<file path="config.mk">
export PLATFORM = sky130hd
export DESIGN_NAME = epoch_seconds_to_bcd_calendar_core
export DESIGN_NICKNAME = d
export VERILOG_FILES = /design/src/design/es2bcd_pkg.sv /design/src/design/epoch_seconds_to_bcd_calendar_core.sv
export SDC_FILE = /design/constraint.sdc
export NUM_CORES = 2
export LEC_CHECK = 0
export BUFFER_PORTS_ARGS = -buffer_cell sky130_fd_sc_hd__buf_2
export CAP_MARGIN = 10
export CORE_MARGIN = 4
export CORE_UTILIZATION = 60
export CTS_BUF_LIST = sky130_fd_sc_hd__clkbuf_2 sky130_fd_sc_hd__clkbuf_4 sky130_fd_sc_hd__clkbuf_8
export DETAILED_ROUTE_END_ITERATION = 7
export HOLD_SLACK_MARGIN = 0.12
export PLACE_DENSITY = 0.77
export SYNTH_ARGS = -nofsm -noshare
export SYNTH_HDL_FRONTEND = slang
export SYNTH_SLANG_ARGS = --single-unit
</file>
<file path="constraint.sdc">
create_clock -name clk -period 9.3 [get_ports clk]
set_input_delay 0.465 -clock clk [delete_from_list [all_inputs] [get_ports clk]]
set_output_delay 0.465 -clock clk [all_outputs]
set_load 0.005 [all_outputs]
</file>
<file path="src/design/es2bcd_pkg.sv">
// ----------------------------------------------------------------------------
// es2bcd_pkg: shared types, constants and microcode for the calendar core
// Holds the control word layout, the microprogram, the month-length table
// and the binary to packed-BCD helper.
// ----------------------------------------------------------------------------
package es2bcd_pkg;

  localparam logic [31:0] EPOCH_OFFSET_RST = 32'd946681200;
  localparam logic [15:0] DAYS_PER_BLOCK   = 16'd1461;  // four years, one of them leap
  localparam logic [15:0] DAYS_LEAP_YEAR   = 16'd366;
  localparam logic [15:0] DAYS_YEAR        = 16'd365;
  localparam logic [6:0]  LAST_BLOCK_YEAR  = 7'd96;
  localparam logic [3:0]  LAST_MONTH       = 4'd12;
  localparam logic [3:0]  FEBRUARY         = 4'd2;

  // Reciprocals for the constant divisions. The quotient is the product
  // shifted right by 37, 36 and 34 bits; each is exact for every dividend
  // that reaches it (full 32 bits for 60 and 24, a day count for 7).
  localparam logic [31:0] RECIP_60 = 32'h8888_8889;
  localparam logic [31:0] RECIP_24 = 32'hAAAA_AAAB;
  localparam logic [31:0] RECIP_7  = 32'h9249_2493;

  typedef logic [3:0] pc_t;

  typedef enum logic [3:0] {
    OP_NOP,
    OP_MUL,
    OP_SAVE_SEC,
    OP_SAVE_MIN,
    OP_SAVE_HOUR,
    OP_SAVE_WD,
    OP_YEAR4,
    OP_OVF,
    OP_LEAP,
    OP_YEAR1,
    OP_MONTH,
    OP_FINISH
  } op_t;

  typedef enum logic [3:0] {
    C_NEVER,
    C_ALWAYS,
    C_OOR,
    C_BLOCK_MORE,
    C_BLOCK_LEFT,
    C_LT_LEAP,
    C_GE_YEAR,
    C_MONTH_MORE
  } cond_t;

  typedef enum logic [1:0] {
    DIV_60,
    DIV_24,
    DIV_7
  } dsel_t;

  typedef struct packed {
    op_t   op;
    dsel_t dsel;
    cond_t cond;
    pc_t   target;
  } uword_t;

  localparam pc_t PC_YEAR4 = 4'd9;
  localparam pc_t PC_MONTH = 4'd13;
  localparam pc_t PC_DONE  = 4'd14;

  // The microprogram. A jump is taken when its condition holds before the
  // step's operation updates the datapath.
  function automatic uword_t ucode(pc_t pc);
    uword_t w;
    case (pc)
      4'd0:  w = '{OP_NOP,       DIV_60, C_OOR,        PC_DONE};
      4'd1:  w = '{OP_MUL,       DIV_60, C_NEVER,      4'd0};
      4'd2:  w = '{OP_SAVE_SEC,  DIV_60, C_NEVER,      4'd0};
      4'd3:  w = '{OP_MUL,       DIV_60, C_NEVER,      4'd0};
      4'd4:  w = '{OP_SAVE_MIN,  DIV_60, C_NEVER,      4'd0};
      4'd5:  w = '{OP_MUL,       DIV_24, C_NEVER,      4'd0};
      4'd6:  w = '{OP_SAVE_HOUR, DIV_24, C_NEVER,      4'd0};
      4'd7:  w = '{OP_MUL,       DIV_7,  C_NEVER,      4'd0};
      4'd8:  w = '{OP_SAVE_WD,   DIV_7,  C_NEVER,      4'd0};
      4'd9:  w = '{OP_YEAR4,     DIV_60, C_BLOCK_MORE, PC_YEAR4};
      4'd10: w = '{OP_OVF,       DIV_60, C_BLOCK_LEFT, PC_DONE};
      4'd11: w = '{OP_LEAP,      DIV_60, C_LT_LEAP,    PC_MONTH};
      4'd12: w = '{OP_YEAR1,     DIV_60, C_GE_YEAR,    4'd12};
      4'd13: w = '{OP_MONTH,     DIV_60, C_MONTH_MORE, PC_MONTH};
      4'd14: w = '{OP_FINISH,    DIV_60, C_NEVER,      4'd0};
      default: w = '{OP_NOP,     DIV_60, C_ALWAYS,     PC_DONE};
    endcase
    return w;
  endfunction

  function automatic logic [4:0] month_len(logic [3:0] month);
    logic [4:0] len;
    case (month)
      4'd2:    len = 5'd28;
      4'd4:    len = 5'd30;
      4'd6:    len = 5'd30;
      4'd9:    len = 5'd30;
      4'd11:   len = 5'd30;
      default: len = 5'd31;
    endcase
    return len;
  endfunction

  // Values up to 99 only.
  function automatic logic [7:0] to_bcd(logic [6:0] v);
    logic [3:0] tens;
    logic [6:0] ones;
    tens = 4'd0;
    for (int k = 1; k < 10; k++) begin
      if (v >= 7'(10 * k)) tens = 4'(k);
    end
    ones = v - 7'(tens * 10);
    return {tens, ones[3:0]};
  endfunction

endpackage

</file>
<file path="src/design/epoch_seconds_to_bcd_calendar_core.sv">
// An input below the offset jumps from the first step to the final one; any
// other runs four reciprocal-multiply divisions (by 60, 60, 24 and 7) of two
// steps each, up to 25 four-year steps, 3 single-year steps, 12 month steps.
// One item is worked at a time; the next is accepted as soon as the result is
// registered, even if that result is still stalled. Reset (rst_n low, sync)
// restores the default epoch offset and empties the sequencer and output.
// ----------------------------------------------------------------------------
// epoch_seconds_to_bcd_calendar_core
// Converts a seconds count into packed-BCD time, date and day of week using a
// microcoded sequencer that drives a reciprocal multiplier and day-walking datapath.
// ----------------------------------------------------------------------------
module epoch_seconds_to_bcd_calendar_core (
  input  logic        clk,
  input  logic        rst_n,
  input  logic        cfg_valid,
  output logic        cfg_ready,
  input  logic [31:0] cfg_data,
  input  logic        in_valid,
  output logic        in_stall,
  input  logic [31:0] in_epoch_seconds,
  output logic        out_valid,
  input  logic        out_stall,
  output logic [6:0]  out_bcd_second,
  output logic [7:0]  out_bcd_minute,
  output logic [7:0]  out_bcd_hour,
  output logic [2:0]  out_weekday,
  output logic [7:0]  out_bcd_day,
  output logic [7:0]  out_bcd_month,
  output logic [7:0]  out_bcd_year,
  output logic        out_out_of_range
);
  import es2bcd_pkg::*;

  logic [31:0] offset_r, offset_nxt;
  logic        busy_r, busy_nxt;
  logic        ovalid_r, ovalid_nxt;
  pc_t         pc_r, pc_nxt;
  logic [31:0] t_r, t_nxt;
  logic [29:0] prod_r, prod_nxt;
  logic        oor_r, oor_nxt;
  logic [5:0]  sec_r, sec_nxt;
  logic [5:0]  min_r, min_nxt;
  logic [4:0]  hour_r, hour_nxt;
  logic [2:0]  wd_r, wd_nxt;
  logic [15:0] days_r, days_nxt;
  logic [6:0]  year_r, year_nxt;
  logic [3:0]  month_r, month_nxt;
  logic        leap_r, leap_nxt;

  logic [6:0]  o_sec_r, o_sec_nxt;
  logic [7:0]  o_min_r, o_min_nxt;
  logic [7:0]  o_hour_r, o_hour_nxt;
  logic [2:0]  o_wd_r, o_wd_nxt;
  logic [7:0]  o_day_r, o_day_nxt;
  logic [7:0]  o_month_r, o_month_nxt;
  logic [7:0]  o_year_r, o_year_nxt;
  logic        o_oor_r, o_oor_nxt;

  uword_t      uw;
  logic        in_take;
  logic        exec;
  logic        taken;
  logic [5:0]  divisor;
  logic [31:0] recip;
  logic [63:0] prod_full;
  logic [31:0] quot;
  logic [5:0]  qd_lo;
  logic [5:0]  rem_lo;
  logic [15:0] mlen;
  logic        block_more;
  logic        month_more;
  logic [3:0]  wd_sum;
  logic [3:0]  wd_mod;
  logic [7:0]  bcd_sec;

  assign uw        = ucode(pc_r);
  assign in_stall  = busy_r;
  assign in_take   = in_valid && !busy_r;
  assign cfg_ready = !busy_r;
  // The final step waits while the previous result is still held downstream.
  assign exec      = busy_r && !(uw.op == OP_FINISH && ovalid_r && out_stall);

  always_comb begin
    case (uw.dsel)
      DIV_60: begin
        divisor = 6'd60;
        recip   = RECIP_60;
      end
      DIV_24: begin
        divisor = 6'd24;
        recip   = RECIP_24;
      end
      DIV_7: begin
        divisor = 6'd7;
        recip   = RECIP_7;
      end
      default: begin
        divisor = 6'd60;
        recip   = RECIP_60;
      end
    endcase
  end

  // Only the upper 30 bits of the product are kept; the quotient is a
  // further shift of those that depends on the divisor.
  assign prod_full = 64'(t_r) * 64'(recip);

  always_comb begin
    case (uw.dsel)
      DIV_60:  quot = {5'd0, prod_r[29:3]};
      DIV_24:  quot = {4'd0, prod_r[29:2]};
      DIV_7:   quot = {2'd0, prod_r};
      default: quot = {5'd0, prod_r[29:3]};
    endcase
  end

  // Every remainder is below 64, so the low six bits are enough.
  assign qd_lo      = quot[5:0] * divisor;
  assign rem_lo     = t_r[5:0] - qd_lo;
  assign mlen       = {11'd0, month_len(month_r)} +
                      {15'd0, leap_r && (month_r == FEBRUARY)};
  assign block_more = (days_r >= DAYS_PER_BLOCK) && (year_r != LAST_BLOCK_YEAR);
  assign month_more = (month_r != LAST_MONTH) && (days_r >= mlen);
  // Day 0 of the count is a Saturday; rotate so that Monday maps to 1.
  assign wd_sum     = {1'b0, rem_lo[2:0]} + 4'd5;
  assign wd_mod     = (wd_sum >= 4'd7) ? wd_sum - 4'd7 : wd_sum;
  assign bcd_sec    = to_bcd({1'b0, sec_r});

  always_comb begin
    case (uw.cond)
      C_NEVER:      taken = 1'b0;
      C_ALWAYS:     taken = 1'b1;
      C_OOR:        taken = oor_r;
      C_BLOCK_MORE: taken = block_more;
      C_BLOCK_LEFT: taken = days_r >= DAYS_PER_BLOCK;
      C_LT_LEAP:    taken = days_r < DAYS_LEAP_YEAR;
      C_GE_YEAR:    taken = days_r >= DAYS_YEAR;
      C_MONTH_MORE: taken = month_more;
      default:      taken = 1'b0;
    endcase
  end

  always_comb begin
    offset_nxt  = offset_r;
    busy_nxt    = busy_r;
    ovalid_nxt  = ovalid_r;
    pc_nxt      = pc_r;
    t_nxt       = t_r;
    prod_nxt    = prod_r;
    oor_nxt     = oor_r;
    sec_nxt     = sec_r;
    min_nxt     = min_r;
    hour_nxt    = hour_r;
    wd_nxt      = wd_r;
    days_nxt    = days_r;
    year_nxt    = year_r;
    month_nxt   = month_r;
    leap_nxt    = leap_r;
    o_sec_nxt   = o_sec_r;
    o_min_nxt   = o_min_r;
    o_hour_nxt  = o_hour_r;
    o_wd_nxt    = o_wd_r;
    o_day_nxt   = o_day_r;
    o_month_nxt = o_month_r;
    o_year_nxt  = o_year_r;
    o_oor_nxt   = o_oor_r;

    if (cfg_valid && cfg_ready) begin
      offset_nxt = cfg_data;
    end
    if (ovalid_r && !out_stall) begin
      ovalid_nxt = 1'b0;
    end

    if (in_take) begin
      t_nxt    = in_epoch_seconds - offset_r;
      oor_nxt  = in_epoch_seconds < offset_r;
      pc_nxt   = '0;
      busy_nxt = 1'b1;
    end else if (exec) begin
      pc_nxt = taken ? uw.target : pc_r + 4'd1;
      case (uw.op)
        OP_MUL: begin
          prod_nxt = prod_full[63:34];
        end
        OP_SAVE_SEC: begin
          sec_nxt = rem_lo;
          t_nxt   = quot;
        end
        OP_SAVE_MIN: begin
          min_nxt = rem_lo;
          t_nxt   = quot;
        end
        OP_SAVE_HOUR: begin
          hour_nxt = rem_lo[4:0];
          days_nxt = quot[15:0];
          t_nxt    = quot;
        end
        OP_SAVE_WD: begin
          wd_nxt    = wd_mod[2:0] + 3'd1;
          year_nxt  = '0;
          month_nxt = 4'd1;
        end
        OP_YEAR4: begin
          if (block_more) begin
            days_nxt = days_r - DAYS_PER_BLOCK;
            year_nxt = year_r + 7'd4;
          end
        end
        OP_OVF: begin
          oor_nxt = days_r >= DAYS_PER_BLOCK;
        end
        OP_LEAP: begin
          if (days_r >= DAYS_LEAP_YEAR) begin
            days_nxt = days_r - DAYS_LEAP_YEAR;
            year_nxt = year_r + 7'd1;
            leap_nxt = 1'b0;
          end else begin
            leap_nxt = 1'b1;
          end
        end
        OP_YEAR1: begin
          if (days_r >= DAYS_YEAR) begin
            days_nxt = days_r - DAYS_YEAR;
            year_nxt = year_r + 7'd1;
          end
        end
        OP_MONTH: begin
          if (month_more) begin
            days_nxt  = days_r - mlen;
            month_nxt = month_r + 4'd1;
          end
        end
        OP_FINISH: begin
          busy_nxt   = 1'b0;
          ovalid_nxt = 1'b1;
          o_oor_nxt  = oor_r;
          if (oor_r) begin
            o_sec_nxt   = '0;
            o_min_nxt   = '0;
            o_hour_nxt  = '0;
            o_wd_nxt    = '0;
            o_day_nxt   = '0;
            o_month_nxt = '0;
            o_year_nxt  = '0;
          end else begin
            o_sec_nxt   = bcd_sec[6:0];
            o_min_nxt   = to_bcd({1'b0, min_r});
            o_hour_nxt  = to_bcd({2'b00, hour_r});
            o_wd_nxt    = wd_r;
            o_day_nxt   = to_bcd(days_r[6:0] + 7'd1);
            o_month_nxt = to_bcd({3'b000, month_r});
            o_year_nxt  = to_bcd(year_r);
          end
        end
        default: begin
        end
      endcase
    end
  end

  always_ff @(posedge clk) begin
    if (!rst_n) begin
      offset_r <= EPOCH_OFFSET_RST;
      busy_r   <= 1'b0;
      ovalid_r <= 1'b0;
      pc_r     <= '0;
    end else begin
      offset_r <= offset_nxt;
      busy_r   <= busy_nxt;
      ovalid_r <= ovalid_nxt;
      pc_r     <= pc_nxt;
    end
  end

  always_ff @(posedge clk) begin
    t_r       <= t_nxt;
    prod_r    <= prod_nxt;
    oor_r     <= oor_nxt;
    sec_r     <= sec_nxt;
    min_r     <= min_nxt;
    hour_r    <= hour_nxt;
    wd_r      <= wd_nxt;
    days_r    <= days_nxt;
    year_r    <= year_nxt;
    month_r   <= month_nxt;
    leap_r    <= leap_nxt;
    o_sec_r   <= o_sec_nxt;
    o_min_r   <= o_min_nxt;
    o_hour_r  <= o_hour_nxt;
    o_wd_r    <= o_wd_nxt;
    o_day_r   <= o_day_nxt;
    o_month_r <= o_month_nxt;
    o_year_r  <= o_year_nxt;
    o_oor_r   <= o_oor_nxt;
  end

  assign out_valid        = ovalid_r;
  assign out_bcd_second   = o_sec_r;
  assign out_bcd_minute   = o_min_r;
  assign out_bcd_hour     = o_hour_r;
  assign out_weekday      = o_wd_r;
  assign out_bcd_day      = o_day_r;
  assign out_bcd_month    = o_month_r;
  assign out_bcd_year     = o_year_r;
  assign out_out_of_range = o_oor_r;

endmodule
</file>
==> metrics.cfg <==
[yosys]
async_flop_share_pct=0
ys_ff_latch=207
synth.distinct_cells=94
syn-cell-area_um2=35900
synth_ff_type=edfxtp_1
synth_top_area_cell=fa_1
synth_top_area_share_pct=29.6
synthCells=3830
synth_warnings=0
seq_area_frac_synth_pct=15.9
synth_edf_count=156
avgSynthCellArea_um2=9.39
synth.area.top_cells=fa_1, ha_1, edfxtp_1

[clocking]
path_clk_slew_ns=0.07
h-tree-depth=1
cts_tree=done
clkSinkCount=207
clk_latency_ns=0.61
numCtsBuffers=31
cts.path.max_buffers=3
clockRootBuffer=clkbuf_8

[global_route]
grt_max_degree=62
grt.overflow.total=0
grtUsageMet2_pct=50.9
use_met1_pct=43.3
grt_pass1_wl_um=157000
grt_use_total_pct=31.8
grt_pass1_vias=27517
grt_antenna_before_repair=3
grt-busiest-layer=met2
grt_use_met3_pct=6.78

[timing]
rsz0062_at_grt=false
fmax_ghz=0.113
tightest_slew_ns=1.22
clock_skew_ns=0.0372
min_period_ns=8.83
setup-violations-final=0
maxSlewHeadroom_pct=17.9
final_max_slew_viol_count=0
period_share_pct=94.9
hold_viol=0
setup_tns_ns=0

[hold_path]
hold_class=in -> reg

[critical_path]
cp_slowest_cell=fa_1
crit_top_cell=fa_1
cp.arrival_ns=9.20
crit_path_end_kind=register
critPathMaxFanout=34
required_ns=9.68
worst_setup_path_start_kind=register
cp_top_family=adder cells
path_class=reg -> reg
crit_buf_inv=7
critical-path-max-stage-delay_ns=0.57

[floorplan]
core_um2=59100
fp.dieW_um=253
start_util_pct=60.8
dieArea_um2=63900
io_pins=123
die_y_um=253
rows=89

[flow_run]
cap_viol_max_count=0

[detailed_routing]
detail_route.wl_per_cell_um=21.1
vias=27252
drt-initial-drc-count=2472
dr.pass1.iters=6
vias_per_cell=5.75
drc=0
antenna_left=0
drt-total-wl_um=99900

[placement]
place.gp.congestion=1.02
io_buffers=116
dp_hpwl_um=85500

[layout]
drive_gt1_share_pct=6.94
syn2layout_area_growth_pct=7.03
nNetsFinal=4980

[run_status]
outcome=completed

[worst register-to-register path, delay by kind of cell, from the launching register on]
kind | cells | cell delay, ns
multiplexers | 1 | 0.37
AO/OA/AOI/OAI | 9 | 2.30
flip-flops | 1 | 0.40
AND/OR/NAND/NOR | 2 | 0.75
buffers and inverters | 7 | 0.74
adder cells (fa/ha/maj) | 9 | 4.03
[cell usage after synthesis, drive strengths merged, types with 14 or more instances]
cell type and number:
a211oi 15, a21boi 20, a21o 89, a21oi 153
a221o 27, a31oi 14, and2 46, and3 34
buf 22, clkbuf 103, dfxtp 51, edfxtp 156
fa 532, ha 439, inv 876, mux2i 14
nand2 218, nand2b 40, nand3 71, nor2 156
nor2b 74, nor3 36, o211ai 30, o21a 24
o21ai 129, o21bai 26, o22ai 20, xnor2 124
xor2 109
[area by class of cell]
type | count | area [µm²]
repair buffers | 198 | 1320
fillers | 4813 | 20700
well taps | 773 | 967
clock inverters | 18 | 208
multi-input cells | 2625 | 26500
inverters | 877 | 3300
flip-flops and latches | 207 | 5710
clock buffers | 37 | 472
diodes | 2 | 5.00
[placed cells by master, fill, tap and decap left out, types with 27 or more instances in the layout]
cell type / count
inv_1: 875
fa_1: 532
ha_1: 437
nand2_1: 215
edfxtp_1: 156
nor2_1: 152
a21oi_1: 151
o21ai_0: 125
xnor2_1: 123
buf_2: 116
xor2_1: 108
a21o_1: 89
nand3_1: 71
nor2b_1: 71
dfxtp_1: 51
buf_4: 50
and2_1: 42
nand2b_1: 40
and3_1: 33
nor3_1: 33
clkbuf_8: 31
o211ai_1: 30
dlygate4sd3_1: 28
a221o_1: 27
[final timing paths]
kind         slack [ns]                        end  depth (start not counted)                       from
max                0.47       prod_r[25]$_DFFE_PP_                         28           uw[8]$_SDFF_PP0_
min                0.14  offset_r[24]$_SDFFE_PN0P_                          3               cfg_data[24]
max reg2reg        0.47       prod_r[25]$_DFFE_PP_                         28           uw[8]$_SDFF_PP0_
min reg2reg        0.47  offset_r[14]$_SDFFE_PN0P_                          2  offset_r[14]$_SDFFE_PN0P_
[sequential cells by signal (all words and copies together), names as in the netlist, 7 cells and up]
register	flops
uw	13
t_r	32
out_bcd_second	7
out_bcd_minute	7
prod_r	30
offset_r	32
out_bcd_year	8
days_r	16
year_r	7
out_bcd_day	8
[layer usage]
layer  wire length (µm)  vias to the layer above
li1                   -                    12573
met5                  0                        -
met2              46400                     1199
met3               8410                      234
met1              40400                    13246
met4               4700                        0
[metrics by stage]
stage | std cells | cell area, µm² | util [%] | hold WS (ns) | worst slack [ns]
2_1_floorplan | 3835 | 36000 | - | 0.424 | 0.742
3_3_place_gp | 4651 | 37500 | 63.3 | 0.456 | 0.527
3_5_place_dp | 4651 | 37500 | 63.3 | 0.462 | 0.450
4_1_cts | 4734 | 38400 | 65.0 | 0.121 | 0.364
5_1_grt | 4735 | 38500 | 65.1 | 0.133 | 0.00251
6_report | 4737 | 38500 | 65.1 | 0.144 | 0.473
[cells by family after synthesis]
family	count (synthesis)	share of synthesized area (%)
DFF	207	15.9
adders and majority gates	978	45.1
other	1	0.0104
AOI/OAI and AO/OA	640	11.9
and+or+nand+nor	752	10.4
muxes	16	0.452
buffers and inverters	1003	10.6
xor gates and xnor gates	233	5.68
[timing repair]
action                                  CTS  global route
gates resized for setup                   0            13
hold buffers                             28             0
setup buffers                             0             1
endpoints found under the setup margin    0             1
hold endpoints to repair                 28             0
Power is left out: the tool's default activity adds up to more than one toggle a clock period on the data nets, which glitch-free logic cannot reach.
